--- config.mk ---
export PLATFORM = sky130hd
export DESIGN_NAME = bounded_fifo_with_listing_core
export DESIGN_NICKNAME = d
export VERILOG_FILES = /design/src/rtl/bfl_pkg.sv /design/src/rtl/bfl_front.sv /design/src/rtl/bfl_back.sv /design/src/rtl/bounded_fifo_with_listing_core.sv
export SDC_FILE = /design/constraint.sdc
export NUM_CORES = 1
export LEC_CHECK = 0
export BUFFER_PORTS_ARGS = -buffer_cell sky130_fd_sc_hd__buf_2
export CORE_ASPECT_RATIO = 1.75
export CORE_MARGIN = 1
export CORE_UTILIZATION = 35
export CTS_CLUSTER_DIAMETER = 80
export DETAILED_ROUTE_END_ITERATION = 8
export PLACE_DENSITY = 0.52
export SYNTH_ARGS = -nofsm -noshare
export SYNTH_HDL_FRONTEND = slang
export SYNTH_SLANG_ARGS = --single-unit
--- constraint.sdc ---
create_clock -name clk -period 5.7 [get_ports clk]
set_input_delay 0.57 -clock clk [delete_from_list [all_inputs] [get_ports clk]]
set_output_delay 0.57 -clock clk [all_outputs]
set_load 0.02 [all_outputs]
--- src/rtl/bfl_pkg.sv ---
// ----------------------------------------------------------------------------
// bfl_pkg
// Shared constants, codes and types for the bounded FIFO with listing.
// ----------------------------------------------------------------------------
package bfl_pkg;

    localparam int DEPTH   = 8;
    localparam int PTR_W   = $clog2(DEPTH);
    localparam int CNT_W   = $clog2(DEPTH + 1);
    localparam int LIMIT_W = 4;
    localparam int WORD_W  = 32;

    localparam logic [LIMIT_W-1:0] LIMIT_RESET = 4'd5;

    localparam logic [1:0] OP_ENQ  = 2'd0;
    localparam logic [1:0] OP_DEQ  = 2'd1;
    localparam logic [1:0] OP_LIST = 2'd2;

    localparam logic [1:0] ST_OK    = 2'd0;
    localparam logic [1:0] ST_EMPTY = 2'd1;
    localparam logic [1:0] ST_FULL  = 2'd2;

    typedef struct packed {
        logic [1:0]               kind;
        logic signed [WORD_W-1:0] value;
    } bfl_cmd_t;

    function automatic logic [PTR_W-1:0] ring_next(input logic [PTR_W-1:0] ptr);
        logic [PTR_W-1:0] res;
        if (ptr == PTR_W'(DEPTH - 1))
            res = '0;
        else
            res = ptr + 1'b1;
        return res;
    endfunction

endpackage

--- src/rtl/bfl_front.sv ---
// ----------------------------------------------------------------------------
// bfl_front
// Takes operation words, drops unused codes and holds accepted commands in a
// two-entry queue for the back end.
// ----------------------------------------------------------------------------
module bfl_front
    import bfl_pkg::*;
(
    input  logic                     clk,
    input  logic                     rst_n,
    input  logic                     start,
    output logic                     busy,
    input  logic [1:0]               operation,
    input  logic signed [WORD_W-1:0] value,
    output logic                     cmd_valid,
    output bfl_cmd_t                 cmd,
    input  logic                     cmd_pop
);

    bfl_cmd_t   q_mem [2];
    logic       wr_ptr_reg, wr_ptr_next;
    logic       rd_ptr_reg, rd_ptr_next;
    logic [1:0] cnt_reg, cnt_next;
    logic       push;
    logic       pop;

    assign busy      = (cnt_reg == 2'd2);
    assign push      = start && !busy &&
                       (operation == OP_ENQ || operation == OP_DEQ || operation == OP_LIST);
    assign cmd_valid = (cnt_reg != 2'd0);
    assign pop       = cmd_pop && cmd_valid;
    assign cmd       = q_mem[rd_ptr_reg];

    always_comb
    begin
        wr_ptr_next = push ? ~wr_ptr_reg : wr_ptr_reg;
        rd_ptr_next = pop ? ~rd_ptr_reg : rd_ptr_reg;
        cnt_next    = cnt_reg;
        if (push && !pop)
            cnt_next = cnt_reg + 2'd1;
        else if (pop && !push)
            cnt_next = cnt_reg - 2'd1;
    end

    always_ff @(posedge clk or negedge rst_n)
    begin
        if (!rst_n)
        begin
            wr_ptr_reg <= 1'b0;
            rd_ptr_reg <= 1'b0;
            cnt_reg    <= 2'd0;
        end
        else
        begin
            wr_ptr_reg <= wr_ptr_next;
            rd_ptr_reg <= rd_ptr_next;
            cnt_reg    <= cnt_next;
        end
    end

    always_ff @(posedge clk)
    begin
        if (push)
        begin
            q_mem[wr_ptr_reg].kind  <= operation;
            q_mem[wr_ptr_reg].value <= (operation == OP_ENQ) ? value : '0;
        end
    end

endmodule

--- src/rtl/bfl_back.sv ---
// ----------------------------------------------------------------------------
// bfl_back
// Executes queued commands on the ring store and drives registered results.
// ----------------------------------------------------------------------------
module bfl_back
    import bfl_pkg::*;
(
    input  logic                      clk,
    input  logic                      rst_n,
    input  logic [LIMIT_W-1:0]        limit,
    input  logic                      cmd_valid,
    input  bfl_cmd_t                  cmd,
    output logic                      cmd_pop,
    output logic                      strobe,
    output logic [1:0]                status,
    output logic signed [WORD_W-1:0]  data,
    output logic                      last
);

    localparam logic S_IDLE = 1'b0;
    localparam logic S_LIST = 1'b1;

    logic signed [WORD_W-1:0] mem [DEPTH];
    logic signed [WORD_W-1:0] rd_data_reg;

    logic             state_reg, state_next;
    logic [PTR_W-1:0] head_reg, head_next;
    logic [PTR_W-1:0] tail_reg, tail_next;
    logic [CNT_W-1:0] count_reg, count_next;
    logic [PTR_W-1:0] pos_reg, pos_next;
    logic [CNT_W-1:0] rem_reg, rem_next;
    logic [PTR_W-1:0] rd_addr;
    logic             wr_en;

    logic                     strobe_reg, strobe_next;
    logic [1:0]               status_reg, status_next;
    logic signed [WORD_W-1:0] data_reg, data_next;
    logic                     last_reg, last_next;

    logic [CNT_W-1:0] eff_limit;
    logic             full;

    assign eff_limit = (limit > LIMIT_W'(DEPTH)) ? CNT_W'(DEPTH) : CNT_W'(limit);
    assign full      = (count_reg >= eff_limit);
    assign cmd_pop   = (state_reg == S_IDLE);

    always_comb
    begin
        state_next  = state_reg;
        head_next   = head_reg;
        tail_next   = tail_reg;
        count_next  = count_reg;
        pos_next    = pos_reg;
        rem_next    = rem_reg;
        wr_en       = 1'b0;
        rd_addr     = head_reg;
        strobe_next = 1'b0;
        status_next = ST_OK;
        data_next   = '0;
        last_next   = 1'b1;
        case (state_reg)
            S_IDLE:
            begin
                if (cmd_valid)
                begin
                    strobe_next = 1'b1;
                    case (cmd.kind)
                        OP_ENQ:
                        begin
                            if (full)
                                status_next = ST_FULL;
                            else
                            begin
                                wr_en      = 1'b1;
                                tail_next  = ring_next(tail_reg);
                                count_next = count_reg + 1'b1;
                            end
                        end
                        OP_DEQ:
                        begin
                            if (count_reg == '0)
                                status_next = ST_EMPTY;
                            else
                            begin
                                head_next  = ring_next(head_reg);
                                count_next = count_reg - 1'b1;
                            end
                        end
                        OP_LIST:
                        begin
                            if (count_reg == '0)
                                status_next = ST_EMPTY;
                            else
                            begin
                                // first word comes out of the read register next cycle
                                strobe_next = 1'b0;
                                pos_next    = head_reg;
                                rem_next    = count_reg;
                                state_next  = S_LIST;
                            end
                        end
                        default:
                        begin
                            strobe_next = 1'b0;
                        end
                    endcase
                end
            end
            S_LIST:
            begin
                strobe_next = 1'b1;
                data_next   = rd_data_reg;
                last_next   = (rem_reg == CNT_W'(1));
                pos_next    = ring_next(pos_reg);
                rd_addr     = ring_next(pos_reg);
                rem_next    = rem_reg - 1'b1;
                if (rem_reg == CNT_W'(1))
                    state_next = S_IDLE;
            end
            default:
            begin
                state_next = S_IDLE;
            end
        endcase
    end

    always_ff @(posedge clk or negedge rst_n)
    begin
        if (!rst_n)
        begin
            state_reg  <= S_IDLE;
            head_reg   <= '0;
            tail_reg   <= '0;
            count_reg  <= '0;
            pos_reg    <= '0;
            rem_reg    <= '0;
            strobe_reg <= 1'b0;
        end
        else
        begin
            state_reg  <= state_next;
            head_reg   <= head_next;
            tail_reg   <= tail_next;
            count_reg  <= count_next;
            pos_reg    <= pos_next;
            rem_reg    <= rem_next;
            strobe_reg <= strobe_next;
        end
    end

    always_ff @(posedge clk)
    begin
        status_reg <= status_next;
        data_reg   <= data_next;
        last_reg   <= last_next;
    end

    always_ff @(posedge clk)
    begin
        if (wr_en)
            mem[tail_reg] <= cmd.value;
        rd_data_reg <= mem[rd_addr];
    end

    assign strobe = strobe_reg;
    assign status = status_reg;
    assign data   = data_reg;
    assign last   = last_reg;

    a_count_bound: assert property (@(posedge clk) disable iff (!rst_n)
        count_reg <= CNT_W'(DEPTH))
        else $error("entry count above depth");

    a_err_word: assert property (@(posedge clk) disable iff (!rst_n)
        strobe_reg && status_reg != ST_OK |-> last_reg && data_reg == '0)
        else $error("error status without last or with data");

    a_list_end: assert property (@(posedge clk) disable iff (!rst_n)
        state_reg == S_LIST && rem_reg == CNT_W'(1)
        |=> state_reg == S_IDLE && strobe_reg && last_reg)
        else $error("list did not end on last word");

    a_list_stable: assert property (@(posedge clk) disable iff (!rst_n)
        state_reg == S_LIST |=> $stable(count_reg) && $stable(head_reg))
        else $error("queue changed during list");

endmodule

--- src/rtl/bounded_fifo_with_listing_core.sv ---
// ----------------------------------------------------------------------------
// bounded_fifo_with_listing_core
// FIFO of signed 32-bit words with a programmable occupancy limit and a
// list command that dumps all stored words oldest first.
// ----------------------------------------------------------------------------
// Usage:
//   Command channel: a word (operation, value) is taken on a clock edge with
//   start high and busy low. Code 0 enqueues, 1 dequeues, 2 lists, 3 is
//   dropped without a result.
//   Results: one word per strobe cycle (status, data, last); the receiver
//   must take it, there is no back-pressure on this side.
//   Config: cfg_data (limit) is written on cfg_valid with cfg_ready, which
//   is always high; write only while no command is outstanding.
// Timing:
//   A command reaches the back end through a two-entry queue; busy is high
//   while that queue is full.
//   Enqueue/dequeue: queued, then the result is registered; back end stays idle.
//   List of N words: a setup step for the registered store read, then one
//   word per cycle; an empty list gives one EMPTY result with last set.
// Reset:
//   Queue empty, limit 5, no strobe; stored words are undefined until written.
// ----------------------------------------------------------------------------
module bounded_fifo_with_listing_core
    import bfl_pkg::*;
(
    input  logic                      clk,
    input  logic                      rst_n,
    input  logic                      start,
    output logic                      busy,
    input  logic [1:0]                operation,
    input  logic signed [WORD_W-1:0]  value,
    output logic                      strobe,
    output logic [1:0]                status,
    output logic signed [WORD_W-1:0]  data,
    output logic                      last,
    input  logic                      cfg_valid,
    output logic                      cfg_ready,
    input  logic [LIMIT_W-1:0]        cfg_data
);

    logic [LIMIT_W-1:0] limit_reg;
    logic               cmd_valid;
    logic               cmd_pop;
    bfl_cmd_t           cmd;

    assign cfg_ready = 1'b1;

    always_ff @(posedge clk or negedge rst_n)
    begin
        if (!rst_n)
            limit_reg <= LIMIT_RESET;
        else if (cfg_valid && cfg_ready)
            limit_reg <= cfg_data;
    end

    bfl_front u_front (
        .clk       (clk),
        .rst_n     (rst_n),
        .start     (start),
        .busy      (busy),
        .operation (operation),
        .value     (value),
        .cmd_valid (cmd_valid),
        .cmd       (cmd),
        .cmd_pop   (cmd_pop)
    );

    bfl_back u_back (
        .clk       (clk),
        .rst_n     (rst_n),
        .limit     (limit_reg),
        .cmd_valid (cmd_valid),
        .cmd       (cmd),
        .cmd_pop   (cmd_pop),
        .strobe    (strobe),
        .status    (status),
        .data      (data),
        .last      (last)
    );

endmodule
After elaboration in Yosys (flattened, before gate mapping) --
Memory sizes are Yosys's and may differ from the RTL's. A register that Yosys moved wholly into a read port is not among the register bits. Index checks and enable logic that the tools add are counted.
Word-level totals: word-level logic and storage cells 108, RAM bits 324, register bits after elaboration 62, memories 2, output and inout port bits 38, input port bits 42
Operators by class: add/subtract/negate cells 8, $lt $le $gt $ge 2, reductions and logical operators 23, equal/unequal tests 14, bitwise gates (word level) 6, multiplexer cells 39
Memories:
- u_back.mem | depth 8, bits a word 32, rd ports 1, clocked after Yosys merged registers in 1, wr ports 1, RTL line bfl_back.sv:23 | logic signed [WORD_W-1:0] mem [DEPTH];
- u_front.q_mem | depth 2, bits a word 34, rd ports 1, clocked after Yosys merged registers in 0, wr ports 1, RTL line bfl_front.sv:20 | bfl_cmd_t q_mem [2];
Operators by type and width (number):
- $mux W32 | 1
- $mux W4 | 6
- $mux W3 | 7
- $pmux W4 S2 | 2
- $mux W1 | 15
- $add A3 B1 Y3 const B | 3
- $eq A3 B3 Y1 const B | 3
- $ne A2 B2 Y1 const B | 4
- $reduce_and A4 Y1 | 2
- $sub A4 B1 Y4 const B | 2
- $eq A2 B2 Y1 const B | 3
- $mux W2 | 3
- $not A1 Y1 | 6
- $pmux W1 S2 | 3
- $pmux W3 S2 | 1
- $reduce_bool A2 Y1 | 3
- $reduce_or A2 Y1 | 3
- $logic_and A1 B1 Y1 | 5
- $reduce_and A5 Y1 | 1
- $add A4 B1 Y4 const B | 1
- $eq A2 B1 Y1 const B | 2
- $eq A4 B1 Y1 const B | 1
- $ge A4 B4 Y1 | 1
- $gt A4 B4 Y1 const B | 1
- 9 further kinds | 13

Logic depth before layout (Yosys ltp) --
depth in word-level cells 9, gate-level depth with buffers 11, mapped depth without buffers 9

Hierarchy --
Synthesis repeated with hierarchy kept, for this count alone.
Unflattened totals: cell total of the unflattened synthesis 1166, area, all modules 17320.4 sq um
By module, submodules not included:
- bfl_back | cells an instance 994, times used 1, area each 14117.3 sq um, seq. area each 9504.1 sq um
- bfl_front | cells an instance 162, times used 1, area each 3044.2 sq um, seq. area each 2142.1 sq um
- bounded_fifo_with_listing_core | cells an instance 10, times used 1, area each 158.9 sq um, seq. area each 102.6 sq um

Worst setup path after synthesis --
Ideal clock, no wire load.
path kind register to register, start point register u_front.rd_ptr_reg, end point memory u_back.mem[4][0], enable pin, setup time 0.513 ns, slack -0.090 ns, stages on the path, launching flop included 10, buffers on the path 3, data required time 5.187 ns, period minus slack after synthesis 5.790 ns, arrival time 5.277 ns, cells stage by stage dfrtp_1 clkbuf_1 buf_1 mux2i_1 ha_1 inv_1 nor2_1 nand2_1 buf_2 nor4b_1
Between the ends: cells in the longest elaborated chain, start to end 7
Ends and longest elaborated chain:
- start, declared | RTL line bfl_front.sv:22 | logic rd_ptr_reg, rd_ptr_next;
- start signal, assigned | RTL line bfl_front.sv:56 | rd_ptr_reg <= rd_ptr_next;
- $mem_v2 Z2 W34
- $logic_not A2 Y1 | RTL line bfl_back.sv:67 | case (cmd.kind)
- $mux W1 | RTL line bfl_back.sv:67
- $mux W1 | RTL line bfl_back.sv:64 | if (cmd_valid)
- $mux W1 | RTL line bfl_back.sv:61 | case (state_reg)
- $mux W1 | RTL line bfl_back.sv:160 | if (wr_en)
- $mux W1 (implied by the code) | RTL line bfl_back.sv:161 | mem[tail_reg] <= cmd.value;
- end, declared | RTL line bfl_back.sv:23
No other way between the ends.

Worst setup path after layout --
start point register u_front.rd_ptr_reg, end point memory u_back.mem[6][21], enable pin
The elaborated chain is that of the path after synthesis.

==> run metrics <==
fin crit period 3.33 ns; filler cell count 3,986; internal power 6.72 mW; Clock Skew 0.0136 ns; CTS tree done; Clock Latency Late Sink 0.53 ns; Layout area overhead 14.7%; # H-tree levels 2; Most flops, register u_back.mem; grt ovf 0; Post-CTS Hold Fix Bufs 0; post-synthesis cell count 842; Synth async-reset ratio 0.0646; ANT cells 0; CP Capture Type flip-flop; RSZ-0062 raised after global routing false; Worst EP arrival 3.49 ns; PD cells 553 nW/um2; Critical Path Start Type flip-flop; pin count of the biggest net entering global routing 66; antenna violations before repair 0; Clk pwr share 0.248; row cnt 101; fraction of post-synthesis cell area in the top cell type by area 0.626; CP Launch Point u_front.rd_ptr_reg$_DFFE_PN0P_; max FFs per register 256; Sw Share 0.319; r2r setup slk 2.37 ns; Largest regs u_back.mem x256, u_front.q_mem x68; sequential area share after synthesis 0.756; Synth Flop Type edfxtp_1; Post-Route WL 30,300 um; DR vias/cell 4.77; # Post-CTS Setup Buffers 0; DRC 0; Max transition margin 0.300; Resize count post-CTS 0; Post-Syn Area 15,500 um2; Final setup viols 0; status finished, final reports clean; Top-Level Pins 80; Hold Crit Class input pin to async pin; Commonest cells post-synth 324 x edfxtp_1, 109 x nand2_1, 67 x dfxtp_1; DR iter-0 viols 476; antenna-violating nets left 0; LEAKAGE 6.34 nW; most common cell in the netlist edfxtp_1; Max Cap Violations 0; clock tree buffer depth 3; routability cong. 0.701; Finished Cell Area 17,800 um2; area of the die 45,300 um2; port bufs 78; Max Fanout on Critical Path 25; first-pass GRT wire length 46,700 um; Gate power share 0.315; R2R Path Start u_front.rd_ptr_reg$_DFFE_PN0P_; critical path class flip-flop to flip-flop; placed instance area 16,600 um2; Core Util, Final 0.409; NetSw 3.14 mW; fin nets 1,006; Mapped Nets 904; Num CTS Buffers 39; Root Buffer clkbuf_16; layout cell share with drive strength beyond 1 0.276; Die H 281 um; Seq cells post-synth 418; Final Max Tran Viols 0; top cell type by total area after synthesis edfxtp_1; ranking of synthesized cells by area edfxtp_1 63%, mux4_2 9.3%, dfxtp_1 8.6%; vias in the first global route 7,798; Yosys warnings 0; # clock sinks 418; Mean Syn Cell Area 18.5 um2; wire per inst 19.7 um; total track usage 0.139; Reg power frac 0.437; Final Hold Vio Count 0; iteration count of the initial detailed-routing pass 4; core area 43,600 um2; via count 7,344; Horiz. Die Dim 161 um; Final HPWL DP 17,400 um; worst-case vdd ir drop 0.315 mV; Reg clk slew, reported paths 0.06 ns; Starting Density 0.356; Worst EP required 5.86 ns; Post-synth EDFFs 324; period utilization 0.584; Max Fclk 300 MHz; Synth cell types 44; worst-margin pin slew 1.05 ns
[final timing paths]
path	end	cells past startpoint
worst max-delay path	u_back.mem[6][21]$_DFFE_PP_	7
worst min-delay path	u_back.rem_reg[3]$_DFFE_PN0P_	1
worst max register to register	u_back.mem[6][21]$_DFFE_PP_	7
worst min register to register	u_back.data[1]$_SDFF_PN0_	1
max in group asynchronous	u_back.state_reg$_DFF_PN0_	1
min in group clk	limit_reg[3]$_DFFE_PN0P_	3
[layer usage]
metal  track usage  vias to the layer above  wire length [um]  part of all wire
met5             0                        -                 0                 0
met4        0.0535                        0               898             0.030
met3        0.0201                       46              1030             0.034
met2         0.260                      128             16800              0.55
met1         0.157                     3806             11600              0.38
li1              -                     3364                 -                 -
[critical path: stages, from the launching register on]
cell and delay (ns):
dfrtp_2 0.63, mux2i_1 0.37, ha_1 0.23, inv_1 0.08, nor2_1 0.10, nand2_1 0.32, nor3_2 0.68, buf_4 0.54
[final cells by class]
type | instances | area, um2 | share of cell area
Sequential cell | 418 | 11800 | 0.659
Multi-Input combinational cell | 374 | 3610 | 0.202
Clock buffer | 60 | 1100 | 0.0616
Tap cell | 566 | 708 | 0.0397
Timing Repair Buffer | 95 | 518 | 0.0291
Clock inverter | 11 | 81.3 | 0.00456
Inverter | 16 | 62.6 | 0.00351
[logic make-up (layout without fill, tap and decap cells)]
group / Yosys count / in the layout / synth area share
xor gates and xnor gates: 11 / 11 / 0.00620
other: 1 / 1 / 0.000241
AOI/OAI and AO/OA: 18 / 18 / 0.00805
buffers and inverters: 50 / 182 / 0.0170
DFF: 418 / 418 / 0.756
adders and majority gates: 20 / 20 / 0.0166
muxes: 116 / 116 / 0.130
and+or+nand+nor: 208 / 208 / 0.0660
[cell usage in the layout (no fill, tap or decap), drive strengths merged, types with 5 or more instances in the layout]
| master | n |
|---|---|
| dfxtp | 67 |
| buf | 95 |
| mux2i | 9 |
| nor3 | 8 |
| mux2 | 43 |
| edfxtp | 324 |
| dfrtp | 25 |
| nor2 | 13 |
| xnor2 | 7 |
| mux4 | 64 |
| ha | 19 |
| nand2 | 109 |
| clkinv | 8 |
| o21ai | 5 |
| inv | 16 |
| and2 | 65 |
| clkbuf | 60 |
[metrics by stage]
step | cells | power (mW) | setup TNS (ns) | setup slack [ns] | hold slack [ns]
after CTS | 1540 | 10.1 | 0 | 2.28 | 0.0723
after global placement | 1469 | 7.57 | 0 | 2.34 | 0.422
after global routing | 1540 | 10.5 | 0 | 2.06 | 0.116
final | 1540 | 9.85 | 0 | 2.37 | 0.0757
after floorplan | 842 | 6.63 | -9.47 | -0.0903 | 0.274
after detailed placement | 1469 | 7.60 | 0 | 2.30 | 0.417
[power by group through the flow]
stage / logic, mW / clock network, mW / registers, mW
detailed placement: 3.20 / 0 / 4.39
global route: 3.45 / 2.62 / 4.38
floorplan: 2.24 / 0 / 4.40
finish: 3.10 / 2.44 / 4.31
CTS: 3.21 / 2.52 / 4.33
global placement: 3.20 / 0 / 4.38
No activity file was read; power rests on OpenSTA's default activity.
